## src/pct_pkg.sv

```systemverilog
// Package for the proximity contact table: shared types, status codes and
// register indexes. No dependencies.
package pct_pkg;

   localparam int unsigned AddrWidth = 48;
   localparam int unsigned TimeWidth = 32;
   localparam int unsigned SlotWidth = 6;
   localparam int unsigned StatusWidth = 3;
   localparam int unsigned CsrIdxWidth = 2;

   localparam logic [CsrIdxWidth-1:0] CsrNearWindow  = 2'd0;
   localparam logic [CsrIdxWidth-1:0] CsrCloseMinAge = 2'd1;
   localparam logic [CsrIdxWidth-1:0] CsrCloseHold   = 2'd2;

   localparam logic [StatusWidth-1:0] StAddedNear   = 3'd0;
   localparam logic [StatusWidth-1:0] StTooEarly    = 3'd1;
   localparam logic [StatusWidth-1:0] StPromoted    = 3'd2;
   localparam logic [StatusWidth-1:0] StAlreadyClose = 3'd3;
   localparam logic [StatusWidth-1:0] StNearFull    = 3'd4;
   localparam logic [StatusWidth-1:0] StCloseFull   = 3'd5;

   // One queued transaction between front and back
   typedef struct packed {
      logic                 kind;
      logic [AddrWidth-1:0] addr;
      logic [TimeWidth-1:0] now;
      logic [SlotWidth-1:0] rslot;
   } cmd_type;

   typedef enum logic [2:0] {
      BK_IDLE,
      BK_NEAR_SCAN,
      BK_NEAR_DONE,
      BK_CLOSE_SCAN,
      BK_CLOSE_DONE,
      BK_READ,
      BK_READ_DONE
   } back_state_type;

endpackage

```

## src/pct_front.sv

```systemverilog
// Front end of the proximity contact table: accepts commands and holds them
// in a two-entry queue toward the back end. Depends on pct_pkg.
module pct_front (
   input  logic             clock,
   input  logic             reset,
   input  logic             req_valid,
   input  pct_pkg::cmd_type req_cmd,
   output logic             req_full,
   output logic             q_valid,
   output pct_pkg::cmd_type q_cmd,
   input  logic             q_pop
);

   pct_pkg::cmd_type buf_ff [2];
   logic             rd_ptr_ff, rd_ptr_in, wr_ptr_ff, wr_ptr_in;
   logic [1:0]       count_ff, count_in;
   logic             push;

   assign push     = req_valid && (count_ff != 2'd2);
   assign req_full = (count_ff == 2'd2);
   assign q_valid  = (count_ff != 2'd0);
   assign q_cmd    = buf_ff[rd_ptr_ff];

   // Advance pointers and count
   always_comb begin
      rd_ptr_in = rd_ptr_ff ^ (q_pop && q_valid);
      wr_ptr_in = wr_ptr_ff ^ push;
      count_in  = count_ff + {1'b0, push} - {1'b0, (q_pop && q_valid)};
   end

   always_ff @(posedge clock) begin
      if (reset) begin
         rd_ptr_ff <= 1'b0;
         wr_ptr_ff <= 1'b0;
         count_ff  <= 2'd0;
      end else begin
         rd_ptr_ff <= rd_ptr_in;
         wr_ptr_ff <= wr_ptr_in;
         count_ff  <= count_in;
      end
   end

   // Store payload
   always_ff @(posedge clock) begin
      if (push) begin
         buf_ff[wr_ptr_ff] <= req_cmd;
      end
   end

endmodule

```

## config.mk

```make
export PLATFORM = sky130hd
export DESIGN_NAME = pct_front
export DESIGN_NICKNAME = d
export VERILOG_FILES = /design/src/pct_pkg.sv /design/src/pct_front.sv
export SDC_FILE = /design/constraint.sdc
export NUM_CORES = 1
export LEC_CHECK = 0
export BUFFER_PORTS_ARGS = -buffer_cell sky130_fd_sc_hd__buf_2
export CORE_MARGIN = 8
export CORE_UTILIZATION = 40
export DETAILED_ROUTE_END_ITERATION = 6
export HOLD_SLACK_MARGIN = 0.05
export PLACE_DENSITY_LB_ADDON = 0.12
export SYNTH_ARGS = -nofsm -noshare
export SYNTH_HDL_FRONTEND = slang
export SYNTH_SLANG_ARGS = --single-unit
```

## constraint.sdc

```tcl
create_clock -name clock -period 9.1 [get_ports clock]
set_input_delay 0 -clock clock [delete_from_list [all_inputs] [get_ports clock]]
set_output_delay 0 -clock clock [all_outputs]
set_load 0.005 [all_outputs]
```

==> run metrics, run 1 <==
Detailed Place HPWL=around 8700 um; post-synth top area cell=edfxtp_1; worst-path cell chain=buf_4, mux2_2, buf_2; clock latency on the worst-skew pair=0.42 ns; largest net degree at the start of global routing=47; Antenna Cells=0; worst hold path type=in2reg; maximum fanout along the worst path=46; sequential cell area fraction in the yosys report=0.810; grt total ovfl=0; Synth area leaders=edfxtp_1 80%, mux2_2 14%, mux2_4 2.1%; total global-route track usage=0.130; nets@finish=669; vias in the first global route=3954; Setup crit end kind=primary output; initial antenna violation count=0; Peak Freq=around 0.4 GHz; Yosys Warn Count=0; Yosys top cell area share=0.798; die height=144 um; Synth cell types=18; Max Slew Vio Count=0; status=finished clean; First-pass DRT Iterations=4; CTS root buf=clkbuf_16; filler cell count=1267; Max-Cap Viols=0; cell family with most CP delay=buffers and inverters; Die X=around 140 um; Avg Cell Area, Syn=about 22 um2; Clock Skew=0.00719 ns; critical path required time=9.10 ns; internal power=0.00176 W; Startpoint Class=flop; CTS tree=done; Tmin final=2.44 ns; Crit Path Class=reg2out; ANT nets after route=0; commonest non-fill, non-tap cell in the layout=buf_2; WP buf/inv=2; H-tree depth=4; RSZ-0062 raised after global routing=false; Post-Syn Area=0.00655 mm2; number of setup buffers added after CTS=0; Max-slew headroom=0.568; first-pass GRT wire length=20200 um; power per cell area=253 mW/mm2; Logic pwr share=0.205; Tcrit/Tclk final=0.268; #FFs+latches synth=178; # IOs=180; Post-Route WL=13300 um; number of buffers created by CTS=17; 1st-iter DRT viols=~130; VDD IR max=0.129 mV; Gate Count Post-Synth=294; Final Util=0.577; via count=about 3700; crit path DAT=between 2 and 2.5 ns; # DRC=0; register area=approximately 0.0053 mm2; GPL Wtd Cong=0.711; most frequent cells in the layout=179 x buf_2, 174 x edfxtp_1, 89 x dlygate4sd3_1; std cell rows=46; Vias/cell=4.58; syn_nets=389; clock slew seen by the registers of the worst setup and hold paths=0.06 ns; Total Negative Setup Slacks=0 ns; worst-margin pin slew=between 0.6 and 0.7 ns; area of the multi-input gates=0.00118 mm2; slowest cell on the critical path=dfxtp_4; ratio of cells with drive above 1 in the final layout=0.520; I/O Buffers=between 150 and 200; switching share of power=0.243; register share of total power=0.467; Net Switching=0.000565 W; Die ar.=0.0207 mm2; CP max stage delay=between 0.7 and 0.8 ns; final setup violation count=0; Clk network pwr share=0.328; clk sinks=178; final hold vios=0; core area=0.0159 mm2; WL/cell=roughly 17 um; area growth from synthesis to layout=40.5%; CTS Buffer Depth=2; starting density of the core=0.411; total leakage power=3.50 nW
registers in the layout, indices dropped and copies added, names as in the netlist:
| signal | flops |
|---|---|
| buf_ff | 174 |
| wr_ptr_ff | 1 |
| rd_ptr_ff | 1 |
| count_ff | 2 |
worst paths after layout:
kind | slack (ns) | startpoint | endpoint | cells past startpoint
setup / recovery | 6.66 | rd_ptr_ff | q_cmd[8] | 3
hold / removal | 0.12 | req_valid | wr_ptr_ff | 4
setup reg to reg | 6.72 | count_ff[0] | buf_ff[0][14] | 4
hold reg to reg | 0.63 | wr_ptr_ff | wr_ptr_ff | 3
power by group through the flow:
stage	Combinational (W)	Sequential, W	Clock (W)
2_1_floorplan	0.000289	0.00108	0
3_3_place_gp	0.000460	0.00110	0
3_5_place_dp	0.000463	0.00111	0
4_1_cts	0.000496	0.00109	0.000782
5_1_grt	0.000524	0.00110	0.000816
6_report	0.000478	0.00109	0.000763
worst min-delay path, cell delays in order:
cell,delay [ns]
buf_2,0.09
and2_1,0.22
ha_4,0.15
nor2_1,0.03
layer usage:
| layer | GRT usage | up-vias | part of all wire |
|---|---|---|---|
| met5 | 0 | - | 0 |
| met4 | 0.0587 | 0 | 0.016 |
| met3 | 0.0401 | 16 | 0.067 |
| met2 | 0.221 | 114 | 0.51 |
| met1 | 0.147 | 1818 | 0.41 |
| li1 | - | 1726 | - |
Yosys cell counts:
cell type	instances
nor2b_1	2
and2_1	1
nor2_1	3
edfxtp_1	174
buf_8	1
xnor3_1	1
nand2b_1	1
mux2_2	79
nand2_1	1
inv_1	3
o21a_1	1
buf_12	1
dfxtp_1	4
or2_2	1
mux2_4	9
buf_6	1
ha_1	4
buf_2	7
through the flow:
step / std cells / area, um2 / setup WS, ns / total power [W] / hold WS (ns)
3_5_place_dp: 682 / 7680 / 6.65 / 0.00157 / 0.191
6_report: 803 / 9200 / 6.66 / 0.00233 / 0.120
4_1_cts: 803 / 9200 / 6.62 / 0.00237 / 0.101
2_1_floorplan: 294 / 6550 / 5.95 / 0.00137 / 0.0667
3_3_place_gp: 682 / 7680 / 6.69 / 0.00156 / 0.188
5_1_grt: 803 / 9200 / 6.52 / 0.00244 / 0.118
final cells by class:
cell class / count / share of cell area
repair buffers: 271 / 0.197
well taps: 216 / 0.0294
clock inverters: 15 / 0.0220
flip-flops and latches: 178 / 0.577
multi-input cells: 103 / 0.128
clock buffers: 17 / 0.0462
inverters: 3 / 0.00122
cells by family after synthesis:
family	after synthesis	share of synthesized area
adder cells (fa/ha/maj)	4	0.00764
AND/OR/NAND/NOR	9	0.00707
flip-flops	178	0.810
AO/OA/AOI/OAI	1	0.00115
XOR/XNOR	1	0.00344
buffers and inverters	13	0.0141
multiplexers	88	0.156
repair_timing:
action,in CTS,in global routing
hold endpoints to repair,178,0
hold buffers,89,0
resized for setup,0,0
Note: power is estimated with default switching activity, not from simulation.
==> inputs of run 2 (changes only) <==
==> constraint.sdc (replaced) <==
create_clock -name clock -period 2.4 [get_ports clock]
set_input_delay 0 -clock clock [delete_from_list [all_inputs] [get_ports clock]]
set_output_delay 0 -clock clock [all_outputs]
set_load 0.005 [all_outputs]
==> run 2 against run 1 <==
  * Hold slack worse by 0.011 ns
  * First-iteration DRC count up 79%
  * Sequential share of layout area down 0.14 points
  * Clock power rose to 3.5 times the previous value
  * Clock skew up 0.012 ns
  * Combinational power rose to 4.0 times the previous value
  * Largest power group unchanged
==> run metrics, run 2 (synthesis gave the netlist of run 1 again) <==
status=finished clean; Max-slew headroom=0.662; std cell rows=between 40 and 50; Reg with most FFs=buf_ff; slowest cell on the critical path=dfxtp_4; WP buf/inv=2; Top Layer Used=met4; worst setup margin=roughly 0.54 ns; Cells after DPL=just under 700; GPL Wtd Cong=0.681; # IOs=180; Peak Freq=0.538 GHz; worst-path cell chain=buf_4, mux2_2, buf_2; ANT nets after route=0; most frequent cells in the layout=179 x buf_2, 174 x edfxtp_1, 89 x dlygate4sd3_1; critical path required time=2.40 ns; WL/cell=16.8 um; initial antenna violation count=0; maximum fanout along the worst path=23; H-tree depth=4; clk sinks=178; 1st-iter DRT viols=225; power per cell area=941 mW/mm2; I/O Buffers=about 180; starting density of the core=0.411; Clock Skew=0.0188 ns; Vias/cell=4.46; Startpoint Class=flop; final hold vios=0; First-pass DRT Iterations=4; total leakage power=3.49 nW; largest net degree at the start of global routing=88; cell family with most CP delay=flip-flops; Die ar.=0.0207 mm2; worst-margin pin slew=about 0.51 ns; final non-filler cell area=between 0.009 and 0.01 mm2; nets@finish=672; max FFs per register=174; Tcrit/Tclk final=0.775; Total Negative Setup Slacks=0 ns; RSZ-0062 raised after global routing=false; clock latency on the worst-skew pair=0.43 ns; area growth from synthesis to layout=40.9%; final setup violation count=0; number of setup buffers added after CTS=0; commonest non-fill, non-tap cell in the layout=buf_2; hold_ws=roughly 0.11 ns; CTS tree=done; number of buffers created by CTS=17; CTS root buf=clkbuf_16; # DRC=0; hold_buf cts=between 80 and 90; CTS Buffer Depth=2; Antenna Cells=0; Max-Cap Viols=0; Max Slew Vio Count=0; crit path DAT=1.86 ns; Die X=144 um; via count=3595; Setup crit end kind=primary output; clock slew seen by the registers of the worst setup and hold paths=0.06 ns; Tmin final=1.86 ns; core area=between 0.015 and 0.02 mm2; Crit Path Class=reg2out; Post-Route WL=13500 um; Finished Layout Cells=806; Area after DPL=0.00776 mm2; routed wl met2=approximately 7000 um; first-pass GRT wire length=20900 um; worst hold path type=in2reg; vias in the first global route=4038; CP max stage delay=0.57 ns; grt total ovfl=0; VDD IR max=0.569 mV; total global-route track usage=0.136; wire length on met1=between 5000 and 6000 um; Detailed Place HPWL=8830 um; met3 wire length=981 um; ratio of cells with drive above 1 in the final layout=0.514; dpl ws=0.666 ns; biggest registers after layout=buf_ff (174), count_ff (2); post-cts repair resize count=0; die height=roughly 140 um
run 2: cell types whose count changed in the layout (fill, tap and decap cells not counted), sizes merged:
cell,change
clkinvlp,+3
clkinv,-1
inv,-5
buf,+3
bufinv,-1
clkbuf,+4
run 2: report_power, final:
part | internal, W | leakage [nW] | switching (W) | total, W
clock network | 0.00162 | 0.268 | 0.00106 | 0.00268
logic | 0.00103 | 1.56 | 0.000879 | 0.00191
registers | 0.00394 | 1.66 | 0.000143 | 0.00409
run 2: path summary, 6_finish.rpt:
kind,slack (ns),from,cells past startpoint,to
worst max-delay path,0.54,rd_ptr_ff,3,q_cmd[31]
worst min-delay path,0.11,req_valid,4,wr_ptr_ff
worst max register to register,0.66,count_ff[0],4,buf_ff[0][3]
worst min register to register,0.63,wr_ptr_ff,3,wr_ptr_ff
run 2: cell type report:
type | count | area (um2)
Tap cell | 216 | 270
Clock buffer | 21 | 440
Inverter | 3 | 11.3
Sequential cell | 178 | 5310
Clock inverter | 11 | 138
Fill cell | 1270 | 6720
Timing Repair Buffer | 274 | 1880
Multi-Input combinational cell | 103 | 1180
run 2: routing by layer:
layer / GRT usage / vias to the layer above
met4: 0.0614 / 0
li1: - / 1721
met3: 0.0458 / 11
met1: 0.150 / 1752
met5: 0 / -
met2: 0.233 / 111
run 2: worst min-delay path, cell delays in order:
cell and delay (ns):
buf_2 0.09, and2_1 0.21, ha_4 0.14, nor2_1 0.03
run 2: per-stage QoR:
stage           util  total power [W]
6_report       0.579          0.00868
5_1_grt        0.579          0.00912
4_1_cts        0.579          0.00883
3_5_place_dp   0.487          0.00601
3_3_place_gp   0.487          0.00597
2_1_floorplan      -          0.00521
==> inputs of run 3 (changes only) <==
==> constraint.sdc (replaced) <==
create_clock -name clock -period 1.8 [get_ports clock]
set_input_delay 0 -clock clock [delete_from_list [all_inputs] [get_ports clock]]
set_output_delay 0 -clock clock [all_outputs]
set_load 0.005 [all_outputs]
==> run 3 against run 2 <==
  * Via count increased by 1.4%
  * Sequential share of layout area decreased by 0.35 points
  * Hold slack better by 0.038 ns
  * Wire length increased by 5.2%
  * Clock skew down 0.0047 ns
  * Combinational power rose by 41%
  * Sequential power increased by 32%
  * Non-clock buffer count grew 1
  * Largest cell class unchanged
==> run metrics, run 3 (synthesis gave the netlist of run 1 again) <==
CTS tree=done; Startpoint Class=flop; WHS Endpoint=wr_ptr_ff; Max Slew Vio Count=0; ratio of cells with drive above 1 in the final layout=0.514; grt total ovfl=0; reg-to-reg setup timing slack=0.22 ns; dpl ws=0.209 ns; Cells after DPL=685; Worst Reg-to-Reg Cells=4; starting density of the core=0.411; first-pass GRT wire length=21200 um; Reg with most FFs=buf_ff; ANT nets after route=0; Finished Layout Cells=807; power per cell area=1270 mW/mm2; Antenna Cells=0; Post-Route WL=14200 um; Clock Skew=0.0142 ns; First-pass DRT Iterations=4; Area after DPL=roughly 0.008 mm2; Peak Freq=0.622 GHz; RSZ-0062 raised after global routing=false; initial antenna violation count=0; clk sinks=~180; core area=0.0159 mm2; Die X=144 um; 1st-iter DRT viols=roughly 190; total leakage power=3.52 nW; most frequent cells in the layout=179 x buf_2, 174 x edfxtp_1, 89 x dlygate4sd3_1; biggest registers after layout=buf_ff (174), count_ff (2); GPL Wtd Cong=~0.69; final non-filler cell area=0.00928 mm2; Max-slew headroom=0.820; H-tree depth=4; # IOs=180; worst setup margin=between 0.15 and 0.2 ns; Vias/cell=between 4 and 5; worst-margin pin slew=0.270 ns; Hold Path Stages=4; nets@finish=673; CTS Buffer Depth=2; commonest non-fill, non-tap cell in the layout=buf_2; worst hold path type=in2reg; die height=144 um; Die ar.=0.0207 mm2; final hold vios=0; clock latency on the worst-skew pair=0.42 ns; Final Util=0.582; Design Power=0.0118 W; Detailed Place HPWL=9110 um; status=finished clean; clock slew seen by the registers of the worst setup and hold paths=approximately 0.06 ns; Max-Cap Viols=0; WL/cell=17.6 um; Tcrit/Tclk final=0.894; Tmin final=between 1.5 and 2 ns; max FFs per register=about 170; I/O Buffers=179; final setup violation count=0; CTS root buf=clkbuf_16; post-cts repair resize count=0; crit path DAT=1.61 ns; # DRC=0; critical path required time=1.80 ns; largest net degree at the start of global routing=47; total global-route track usage=0.138; number of buffers created by CTS=17; Hold Startpoint=req_valid; std cell rows=46; maximum fanout along the worst path=42; r2r startpoint=count_ff[0]; filler cell count=1265; vias in the first global route=3955; Crit Path Class=reg2out; via count=3646; VDD IR max=0.641 mV; area growth from synthesis to layout=41.7%; Setup crit end kind=primary output; Reg2Reg Capture Point=buf_ff[0][45]
-- run 3: worst max path at each step --
stage               cells past startpoint             to         from  slack [ns]
floorplan                               3   buf_ff[1][0]  count_ff[0]       -0.42
global placement                        4  buf_ff[0][54]  count_ff[0]        0.25
detailed placement                      4  buf_ff[0][51]  count_ff[0]        0.21
CTS                                     3      q_cmd[73]    rd_ptr_ff        0.16
global route                            3      q_cmd[75]    rd_ptr_ff        0.11
finish                                  3      q_cmd[75]    rd_ptr_ff        0.19
-- run 3: per-stage QoR --
stage	hold WS, ns	setup TNS, ns
final	0.146	0
after global placement	0.187	0
after floorplan	0.0667	-73.88
after CTS	0.128	0
after detailed placement	0.191	0
after global routing	0.153	0
-- run 3: area by class of cell --
cell class	count	area (um2)	share of cell area
sequential	178	5310	0.572
timing repair buffer	275	1910	0.206
multi-input combinational	103	1180	0.127
clock buffer	21	440	0.0474
tap	216	270	0.0291
clock inverter	11	161	0.0174
inverter	3	11.3	0.00121
-- run 3: repair_timing --
action	4_1_cts	5_1_grt
setup buffers	1	0
endpoints found under the setup margin	48	0
endpoints found under the hold margin	178	0
hold buffers	89	0
-- run 3: critical path: stages, from the launching register on --
cell and delay [ns]:
dfxtp_4 0.39, buf_12 0.24, mux2_2 0.38, buf_2 0.14
-- run 3: metal layers --
| layer | up-vias | GRT usage | share of wire |
|---|---|---|---|
| met1 | 1793 | 0.162 | 0.40 |
| li1 | 1723 | - | - |
| met3 | 8 | 0.0508 | 0.083 |
| met2 | 122 | 0.223 | 0.50 |
| met4 | 0 | 0.0576 | 0.0077 |
| met5 | - | 0 | 0 |
-- run 3: power by group --
group          switching (W)  total [W]  internal [W]
Clock                0.00142    0.00373       0.00231
Sequential          0.000139    0.00539       0.00525
Combinational        0.00127    0.00269       0.00142
